<file path="config.mk">
export PLATFORM = sky130hd
export DESIGN_NAME = spc_out_buf
export DESIGN_NICKNAME = d
export VERILOG_FILES = /design/src/sv/spc_pkg.sv /design/src/sv/spc_out_buf.sv
export SDC_FILE = /design/constraint.sdc
export NUM_CORES = 1
export LEC_CHECK = 0
export ABC_AREA = 0
export ABC_CLOCK_PERIOD_IN_PS = 2100
export BUFFER_PORTS_ARGS = -buffer_cell sky130_fd_sc_hd__buf_4
export CAP_MARGIN = 40
export CORE_MARGIN = 2
export CORE_UTILIZATION = 35
export DETAILED_ROUTE_END_ITERATION = 12
export MAX_ROUTING_LAYER = met4
export SLEW_MARGIN = 20
export SYNTH_ARGS = -nofsm -noshare
export SYNTH_HDL_FRONTEND = slang
export SYNTH_SLANG_ARGS = --single-unit
</file>
<file path="constraint.sdc">
create_clock -name i_clk -period 2.1 [get_ports i_clk]
set_clock_uncertainty 0.2 [all_clocks]
set_input_delay 0.315 -clock i_clk [delete_from_list [all_inputs] [get_ports i_clk]]
set_output_delay 0.315 -clock i_clk [all_outputs]
set_load 0.02 [all_outputs]
</file>
<file path="src/sv/spc_pkg.sv">
// ----------------------------------------------------------------------------
// spc_pkg
// Shared types and constants for the stack permutation checker.
// ----------------------------------------------------------------------------
package spc_pkg;

    // Width of a target value and of a push count
    localparam int VAL_W  = 11;
    // Next value to push can reach one past the largest target
    localparam int NP_W   = VAL_W + 1;
    localparam int STAT_W = 2;

    typedef logic [VAL_W-1:0] t_val;
    typedef logic [NP_W-1:0]  t_np;

    typedef enum logic [STAT_W-1:0] {
        ST_OK             = 2'd0,
        ST_IMPOSSIBLE     = 2'd1,
        ST_FAILED_EARLIER = 2'd2
    } t_status;

    // One run of consecutive values held on the stack, lo at the bottom
    typedef struct packed {
        t_val lo;
        t_val hi;
    } t_run;

    // Shift control for one cell of the stack chain
    typedef struct packed {
        logic load_up;    // take the run of the neighbor nearer the top
        logic load_down;  // take the run of the neighbor farther from the top
    } t_cell_ctl;

    typedef struct packed {
        t_val    push_count;
        t_status status;
    } t_result;

endpackage

</file>
<file path="src/sv/spc_out_buf.sv">
// ----------------------------------------------------------------------------
// spc_out_buf
// Two-entry result buffer: output register plus skid slot.
// ----------------------------------------------------------------------------
module spc_out_buf import spc_pkg::*; (
    input  logic    i_clk,
    input  logic    i_rst_n,
    input  logic    i_valid,
    output logic    o_ready,
    input  t_result i_data,
    output logic    o_valid,
    input  logic    i_ready,
    output t_result o_data
);

    logic    r_out_valid;
    logic    r_skid_valid;
    t_result r_out_data;
    t_result r_skid_data;
    logic    w_in_fire;
    logic    w_out_fire;

    assign o_ready    = !r_skid_valid;
    assign w_in_fire  = i_valid && !r_skid_valid;
    assign w_out_fire = r_out_valid && i_ready;

    always_ff @(posedge i_clk) begin
        if (!i_rst_n) begin
            r_out_valid  <= 1'b0;
            r_skid_valid <= 1'b0;
        end else if (r_skid_valid) begin
            if (w_out_fire) begin
                r_skid_valid <= 1'b0;
            end
        end else if (w_in_fire) begin
            if (r_out_valid && !w_out_fire) begin
                r_skid_valid <= 1'b1;
            end else begin
                r_out_valid <= 1'b1;
            end
        end else if (w_out_fire) begin
            r_out_valid <= 1'b0;
        end
    end

    always_ff @(posedge i_clk) begin
        if (r_skid_valid) begin
            if (w_out_fire) begin
                r_out_data <= r_skid_data;
            end
        end else if (w_in_fire) begin
            if (r_out_valid && !w_out_fire) begin
                r_skid_data <= i_data;
            end else begin
                r_out_data <= i_data;
            end
        end
    end

    assign o_valid = r_out_valid;
    assign o_data  = r_out_data;

endmodule

</file>
Word level (Yosys, flattened, before mapping)
Index checks and enable logic that the tools add are counted.
{ "op_classes": {"eq_ne": 3, "n_mux": 11, "reduce_logical": 10, "bitwise_logic": 1} }
{ "ops": {"columns": ["op", "n"], "rows": [
  ["2-to-1 mux 13 bit", 4],
  ["AND reduction 3 bit", 3],
  ["2-to-1 mux 1 bit", 7],
  ["inequality test 2 bit (second input constant)", 2],
  ["nonzero test 2 bit", 2],
  ["logical AND 1 bit", 3],
  ["zero test 1 bit", 2],
  ["inequality test 2 x 1 -> 1 bit (second input constant)", 1],
  ["inverter 1 bit", 1]
]} }
{ "word_totals": {"inputBits": 17, "regBits": 28, "out_inout_bits": 15, "word_cells": 31} }

Longest topological paths before layout
Gate-level depths: netlist of run 1.
{ "depth": {"depth_word": 6, "depth_mapped": 4} }

Worst setup path after synthesis of run 1
Ideal clock, no wire load.
{ "synth_timing": {"path_kind": "register -> register", "from": "reg r_skid_valid", "to": "reg r_out_data, in the netlist o_data[0] (enable)", "setup_slack_ns": 0.149, "arrival_time_ns": 1.364, "period_less_slack_ns": 1.951, "setup_ns": 0.387, "path_stages_with_launch": 5, "cell_sequence": "dfxtp_1 > buf_6 > buf_12 > mux2i_1 > a21oi_1"} }
{ "synth_between": {"elab_chain_cells": 4} }
{ "synth_rtl": {"columns": ["item", "line_no", "rtl"], "rows": [
  ["from (decl)", "spc_out_buf.sv:17", "logic r_skid_valid;"],
  ["from (signal assigned)", "spc_out_buf.sv:30", "r_skid_valid <= 1'b0;"],
  ["from (signal assigned)", "spc_out_buf.sv:33", "r_skid_valid <= 1'b0;"],
  ["from (signal assigned)", "spc_out_buf.sv:37", "r_skid_valid <= 1'b1;"],
  ["zero test 1 bit", "spc_out_buf.sv:24", "assign w_in_fire = i_valid && !r_skid_valid;"],
  ["logical AND 1 bit", "spc_out_buf.sv:24", null],
  ["nonzero test 2 bit (no line)", null, null],
  ["AND reduction 3 bit (no line) *", null, null],
  ["to (signal assigned)", "spc_out_buf.sv:49", "r_out_data <= r_skid_data;"],
  ["to (signal assigned)", "spc_out_buf.sv:55", "r_out_data <= i_data;"],
  ["to (decl)", "spc_out_buf.sv:18", "t_result r_out_data;"]
]} }
Every way passes the cells marked *; elsewhere a longest branch is shown, timed or not.
A chain may end at the register's enable or synchronous reset.

Final worst setup path of run 1
{ "layout_timing": {"from": "in i_ready", "to": "reg r_skid_data[2] (netlist bit) (enable)"} }
{ "layout_between": {"elab_chain_cells": 4} }
{ "layout_rtl": {"columns": ["item", "line_no", "rtl"], "rows": [
  ["from (decl)", "spc_out_buf.sv:12", "input logic i_ready,"],
  ["logical AND 1 bit", "spc_out_buf.sv:25", "assign w_out_fire = r_out_valid && i_ready;"],
  ["zero test 1 bit", "spc_out_buf.sv:52", "if (r_out_valid && !w_out_fire) begin"],
  ["logical AND 1 bit", "spc_out_buf.sv:52", null],
  ["AND reduction 3 bit (no line)", null, null],
  ["to (signal assigned)", "spc_out_buf.sv:53", "r_skid_data <= i_data;"],
  ["to (decl)", "spc_out_buf.sv:19", "t_result r_skid_data;"]
]} }
Every way passes these cells.

==> load_flow_metrics.sql, run 1 <==
INSERT INTO impl_metrics (metric_group, metric, value, unit) VALUES
('logic_synthesis', 'netlist.top_cell.by_area', 'sky130_fd_sc_hd__edfxtp_1', ''),
('cells_and_area', 'n_antenna_cell', '0', ''),
('global_route', 'initial_antenna_violation_count', '0', ''),
('die', 'floorplan.rows', '20', ''),
('sta', 'fin_crit_sh', '88.1', '%'),
('sta', 'max_slew.worst_pin.slew', '0.554', 'ns'),
('global_route', 'wire_length_of_the_first_global_routing_pass', '2.65', 'mm'),
('worst_setup_path', 'critical_path.slowest_cell', 'sky130_fd_sc_hd__and4_1', ''),
('route', 'routed_wire_length_per_instance', '12.2', 'um'),
('hold_path', 'timing.hold.worst.class', 'in2reg', ''),
('cells_and_area', 'num-nets-final', '122', ''),
('route', 'antenna_left', '0', ''),
('clock_network', 'cts_buffer_depth', '2', ''),
('clock_network', 'worst_skew_pair.late_latency', '0.32', 'ns'),
('logic_synthesis', 'synth_warnings', '0', ''),
('cells_and_area', 'layout-drive-gt1-share', '49.0', '%'),
('worst_setup_path', 'critPathLaunchType', 'input port', ''),
('cells_and_area', 'filler_cell_count', '268', ''),
('cells_and_area', 'final-seq-area', '821', 'um^2'),
('sta', 'rsz0062_at_grt', 'false', ''),
('cells_and_area', 'multi_input_comb_area', '230', 'um^2'),
('placement', 'port-buffer-count', '31', ''),
('logic_synthesis', 'synth.most_common_cell', 'sky130_fd_sc_hd__edfxtp_1', ''),
('global_route', 'globalRouteTotalUtil', '10.6', '%'),
('logic_synthesis', 'synth_enable_flop_cells', '26', ''),
('route', 'drc', '0', ''),
('logic_synthesis', 'synth-seq-cells', '28', ''),
('worst_setup_path', 'timing.critical_path.fanout_max', '13', ''),
('logic_synthesis', 'synth.net_count', '72', ''),
('power', 'powerDensity', '715', 'nW/um^2'),
('worst_setup_path', 'setup.worst_path.end_class', 'flop', ''),
('placement', 'placed_cell_area', '1350', 'um^2'),
('global_route', 'grt_overflow_total', '0', ''),
('worst_setup_path', 'timing.reg2reg.setup_slack', '0.51', 'ns'),
('logic_synthesis', 'list_of_most_frequent_post_synthesis_cells', 'sky130_fd_sc_hd__edfxtp_1, sky130_fd_sc_hd__mux2_2, sky130_fd_sc_hd__mux2_4', ''),
('route', 'drt-total-wl', '1.67', 'mm'),
('die', 'die_height', '59.9', 'um'),
('cells_and_area', 'area_growth_syn_to_layout', '39.7', '%'),
('clock_network', 'postCtsSetupBuffers', '0', ''),
('global_route', 'grt_start_max_net_pins', '16', ''),
('logic_synthesis', 'synthArstFlopShare', '0', '%'),
('route', 'dr.pass1.iters', '4', ''),
('sta', 'max_clock_freq', '0.541', 'GHz'),
('logic_synthesis', 'ys.flop_type', 'sky130_fd_sc_hd__edfxtp_1', ''),
('logic_synthesis', 'synthesis.instances', '55', ''),
('die', 'design.die.area', '3590', 'um^2'),
('sta', 'setup_viol', '0', ''),
('clock_network', 'cts.clk_slew.worst_paths', '0.14', 'ns'),
('run_status', 'outcome', 'finished, final reports clean', ''),
('logic_synthesis', 'netlist_top_cells_area', 'sky130_fd_sc_hd__edfxtp_1, sky130_fd_sc_hd__mux2_4, sky130_fd_sc_hd__mux2_2', ''),
('logic_synthesis', 'cell_area_synth', '1090', 'um^2'),
('worst_setup_path', 'setup.worst_path.class', 'in2reg', ''),
('worst_setup_path', 'critical_path_required', '1.87', 'ns'),
('logic_synthesis', 'post-synth-top-area-fraction', '71.4', '%'),
('die', 'num_io_pins', '32', ''),
('sta', 'timing.final.hold_violations', '0', ''),
('clock_network', 'cts.htree.levels', '1', ''),
('flow_run', 'maxCapViolations', '0', ''),
('clock_network', 'cts.sink_count', '28', ''),
('die', 'die_w', '59.9', 'um'),
('clock_network', 'post_cts.resized_instances', '0', ''),
('power', 'vdd.ir_drop.worst', '0.255', 'mV'),
('logic_synthesis', 'syn-mean-instance-area', '19.9', 'um^2'),
('sta', 'max_slew_margin', '63.1', '%'),
('cells_and_area', 'finalInstanceArea', '1530', 'um^2'),
('route', 'route.vias.total', '621', ''),
('sta', 'drv_slew', '0', ''),
('logic_synthesis', 'yosys.cell_types.count', '15', ''),
('logic_synthesis', 'synth_sequential_area_ratio', '75.1', '%'),
('sta', 'timing.setup.tns', '0', 'ns'),
('clock_network', 'clock_tree_from_tritoncts', 'yes', '');
## layer usage
| metal | track usage, % | vias to the layer above | wire (um) |
|---|---|---|---|
| met5 | - | - | 0 |
| met4 | 5.71 | 0 | 33 |
| met3 | 1.95 | 2 | 79 |
| met2 | 17.5 | 18 | 849 |
| met1 | 12.2 | 293 | 710 |
| li1 | - | 308 | - |
## worst max-delay path, delay by kind of cell
kind,cells,cell delay [ns]
simple gates,1,0.56
buf+inv,3,0.73
## cell type report
| class | count | area share (%) |
|---|---|---|
| clock buffer | 4 | 2.38 |
| sequential | 28 | 53.7 |
| timing repair buffer | 47 | 25.4 |
| multi-input combinational | 22 | 15.1 |
| inverter | 3 | 0.737 |
| tap | 33 | 2.70 |
## placed cells by master, fill, tap and decap left out, drive strengths merged
cell          n
clkbuf        4
dlygate4sd3  14
nand2         1
edfxtp       26
a21oi         2
inv           3
nand3b        1
and2b         1
mux2         13
dfxtp         2
and4          1
buf          33
o21ai         1
mux2i         1
a211oi        1
## power breakdown
part	internal (mW)	switching [mW]
Sequential	0.649	0.0115
Combinational	0.0989	0.0806
Clock	0.106	0.146
Total	0.854	0.238
## state kept, by name (all words and copies together), names as in the netlist
| name | cells |
|---|---|
| o_valid | 1 |
| r_skid_data | 13 |
| r_skid_valid | 1 |
| o_data | 13 |
## final timing paths
kind                     to  cells after the start            from
max          r_skid_data[2]                      4         i_ready
max reg2reg  r_skid_data[2]                      2    r_skid_valid
min            r_skid_valid                      3         i_rst_n
min reg2reg       o_data[3]                      1  r_skid_data[3]
## per-stage QoR
step                utilization [%]  hold WS (ns)  setup slack (ns)  std cells  power [mW]
finish                         50.9        0.0173             0.251        137        1.09
detailed placement             45.0         0.306             0.469        119       0.835
global placement               45.0         0.306             0.485        119       0.832
global route                   50.9        0.0279             0.200        137        1.14
CTS                            50.9        0.0145             0.259        137        1.10
floorplan                         -         0.212             0.149         55       0.764
## timing repair
item                                    4_1_cts  5_1_grt
endpoints found under the setup margin        0        0
endpoints found under the hold margin        14        0
hold buffers                                 14        0
## logic make-up after synthesis
kind of cell | Yosys count | synth area share, %
buffers and inverters | 5 | 3.89
AO/OA/AOI/OAI | 4 | 2.06
AND/OR/NAND/NOR | 4 | 2.63
multiplexers | 14 | 16.4
flip-flops | 28 | 75.1
No activity file was read; power rests on OpenSTA's default activity.
==> run 2: changes to the inputs <==
--- a/config.mk
+++ b/config.mk
@@ -8,9 +8,9 @@
 export ABC_AREA = 0
 export ABC_CLOCK_PERIOD_IN_PS = 2100
 export BUFFER_PORTS_ARGS = -buffer_cell sky130_fd_sc_hd__buf_4
-export CAP_MARGIN = 40
 export CORE_MARGIN = 2
 export CORE_UTILIZATION = 35
+export CTS_BUF_LIST = sky130_fd_sc_hd__clkbuf_8
 export DETAILED_ROUTE_END_ITERATION = 12
 export MAX_ROUTING_LAYER = met4
 export SLEW_MARGIN = 20
==> run 2 against run 1 <==
Effect of this change: largest power group unchanged; critical path type is now reg2reg; flip-flop and latch count stayed put; register-to-register slack better by 0.02 ns; critical endpoint is now r_skid_data[6]; critical path depth fell by 2.
==> load_flow_metrics.sql, run 2 (synthesized netlist as in run 1, its figures left out) <==
INSERT INTO impl_metrics (metric_group, metric, value, unit) VALUES
('run_status', 'outcome', 'finished, final reports clean', ''),
('hold_path', 'timing.hold.worst.class', 'in2reg', ''),
('power', 'comb_power_share', '13.9', '%'),
('route', 'route.vias.total', '577', ''),
('cells_and_area', 'mostFrequentLayoutCell', 'sky130_fd_sc_hd__buf_4', ''),
('power', 'vdd.ir_drop.worst', '0.238', 'mV'),
('cells_and_area', 'area_growth_syn_to_layout', '28.6', '%'),
('power', 'design_power_total', '1.14', 'mW'),
('global_route', 'globalRouteTotalUtil', '10.3', '%'),
('placement', 'placed_cell_area', '1350', 'um^2'),
('route', 'routed_wire_length_per_instance', '13.1', 'um'),
('route', 'drt-total-wl', '1.61', 'mm'),
('clock_network', 'clock_tree_from_tritoncts', 'yes', ''),
('sta', 'drv_slew', '0', ''),
('clock_network', 'post_cts.resized_instances', '0', ''),
('sta', 'finalWorstPathRequiredPeriod', '1.57', 'ns'),
('clock_network', 'postCtsSetupBuffers', '0', ''),
('placement', 'port-buffer-count', '31', ''),
('sta', 'rsz0062_at_grt', 'false', ''),
('worst_setup_path', 'critical_path_required', '1.81', 'ns'),
('power', 'power.static_leakage', '0.545', 'nW'),
('worst_setup_path', 'setup.worst_path.class', 'reg2reg', ''),
('die', 'floorplan.initialDensity', '36.4', '%'),
('sta', 'fin_crit_sh', '74.6', '%'),
('route', 'antenna_left', '0', ''),
('cells_and_area', 'mostFrequentLayoutCells', 'sky130_fd_sc_hd__buf_4, sky130_fd_sc_hd__edfxtp_1, sky130_fd_sc_hd__mux2_2', ''),
('power', 'sw_frac_of_total', '21.1', '%'),
('die', 'floorplan.rows', '20', ''),
('worst_setup_path', 'crit_path_max_cell_delay', '0.55', 'ns'),
('cells_and_area', 'num-nets-final', '108', ''),
('route', 'avgViaCountPerCell', '4.69', ''),
('die', 'die_height', '59.9', 'um'),
('clock_network', 'worst_skew_pair.late_latency', '0.26', 'ns'),
('worst_setup_path', 'critical_path.slowest_cell', 'sky130_fd_sc_hd__and4_1', ''),
('die', 'core_area', '3000', 'um^2'),
('sta', 'setup_viol', '0', ''),
('cells_and_area', 'finalInstanceArea', '1410', 'um^2'),
('worst_setup_path', 'worst_setup_path_endpoint', 'r_skid_data[6]', ''),
('route', 'dr.pass1.iters', '2', ''),
('clock_network', 'cts-hold-fix-buffers', '0', ''),
('die', 'design.die.area', '3590', 'um^2'),
('clock_network', 'cts_buffer_depth', '2', ''),
('worst_setup_path', 'depth_of_the_worst_register_to_register_path', '2', ''),
('global_route', 'grt_start_max_net_pins', '16', ''),
('global_route', 'grt_pass1_vias', '559', ''),
('die', 'num_io_pins', '32', ''),
('global_route', 'initial_antenna_violation_count', '0', ''),
('clock_network', 'cts-buffers-inserted', '3', ''),
('hold_path', 'hp-start', 'i_data[1]', ''),
('sta', 'max_slew.worst_pin.slew', '0.546', 'ns'),
('worst_setup_path', 'regToRegStartpoint', 'r_skid_valid', ''),
('power', 'seq_power_share', '58.0', '%'),
('route', 'initialDrtViolationCount', '3', ''),
('flow_run', 'maxCapViolations', '0', ''),
('worst_setup_path', 'setup.worst_path.end_class', 'flop', ''),
('clock_network', 'cts.htree.levels', '1', ''),
('worst_setup_path', 'critPathLaunchType', 'flop', ''),
('sta', 'max_slew_margin', '63.6', '%'),
('die', 'die_w', '59.9', 'um'),
('power', 'part_of_the_power_in_the_clock_network', '28.1', '%'),
('worst_setup_path', 'crit_chain', 'inv_1 -> and4_1', ''),
('power', 'p_int', '0.899', 'mW'),
('cells_and_area', 'layout-drive-gt1-share', '56.7', '%'),
('clock_network', 'cts.clk_slew.worst_paths', '0.09', 'ns'),
('route', 'drc', '0', ''),
('power', 'netSwitchingPower', '0.240', 'mW'),
('worst_setup_path', 'cp.arrival', '1.28', 'ns'),
('worst_setup_path', 'timing.reg2reg.setup_slack', '0.53', 'ns'),
('sta', 'max_clock_freq', '0.638', 'GHz'),
('placement', 'gp_routability_congestion', '0.648', ''),
('clock_network', 'cts.sink_count', '28', ''),
('cells_and_area', 'n_antenna_cell', '0', ''),
('sta', 'timing.final.hold_violations', '0', ''),
('global_route', 'wire_length_of_the_first_global_routing_pass', '2.50', 'mm'),
('global_route', 'grt_overflow_total', '0', ''),
('cells_and_area', 'final_core_util', '46.8', '%'),
('worst_setup_path', 'timing.critical_path.fanout_max', '13', ''),
('clock_network', 'clk_root_buffer_cell', 'sky130_fd_sc_hd__clkbuf_8', ''),
('worst_setup_path', 'critical_path.startpoint', 'r_skid_valid', ''),
('sta', 'timing.setup.tns', '0', 'ns'),
('worst_setup_path', 'critical_register_to_register_path_endpoint', 'r_skid_data[6]', ''),
('power', 'powerDensity', '809', 'nW/um^2');
run 2: cell count changes in the layout (fill, tap and decap cells not counted), sizes merged:
cell,change
dlygate4sd3,-14
run 2: metal layers:
| metal | track usage (%) | vias up | part of all wire [%] |
|---|---|---|---|
| li1 | - | 280 | - |
| met1 | 11.4 | 273 | 41 |
| met2 | 16.3 | 20 | 50 |
| met3 | 2.16 | 4 | 5.0 |
| met4 | 7.62 | 0 | 3.3 |
| met5 | - | - | 0 |
run 2: layout make-up:
type / count / area (um^2)
Fill cell: 275 / 1600
Multi-Input combinational cell: 22 / 230
Inverter: 3 / 11.3
Tap cell: 33 / 41.3
Sequential cell: 28 / 821
Timing Repair Buffer: 33 / 248
Clock buffer: 4 / 55.1
run 2: through the flow:
| stage | cells | hold slack (ns) | worst slack, ns |
|---|---|---|---|
| finish | 123 | 0.0274 | 0.532 |
| global route | 123 | 0.0156 | 0.433 |
| global placement | 119 | 0.306 | 0.485 |
| detailed placement | 119 | 0.306 | 0.469 |
| CTS | 123 | 0.0244 | 0.522 |
| floorplan | 55 | 0.212 | 0.149 |
run 2: worst min path at each step:
stage                          end  slack [ns]  depth (start not counted)
floorplan             r_skid_valid        0.21                          1
global placement           o_valid        0.31                          2
detailed placement  r_skid_data[1]        0.31                          1
CTS                 r_skid_data[6]        0.02                          1
global route        r_skid_data[0]        0.02                          1
finish              r_skid_data[1]        0.03                          1
run 2: power groups by stage:
stage / clock network (mW) / registers [mW] / logic [mW]
after floorplan: 0 / 0.703 / 0.0607
after global placement: 0 / 0.672 / 0.160
after detailed placement: 0 / 0.674 / 0.162
after CTS: 0.327 / 0.661 / 0.162
after global routing: 0.350 / 0.664 / 0.170
final: 0.319 / 0.660 / 0.159
run 2: critical path, delay by kind of cell, from the launching register on:
family                 cells  cell delay, ns
AND/OR/NAND/NOR            1            0.55
flip-flops                 1            0.37
buffers and inverters      1            0.09
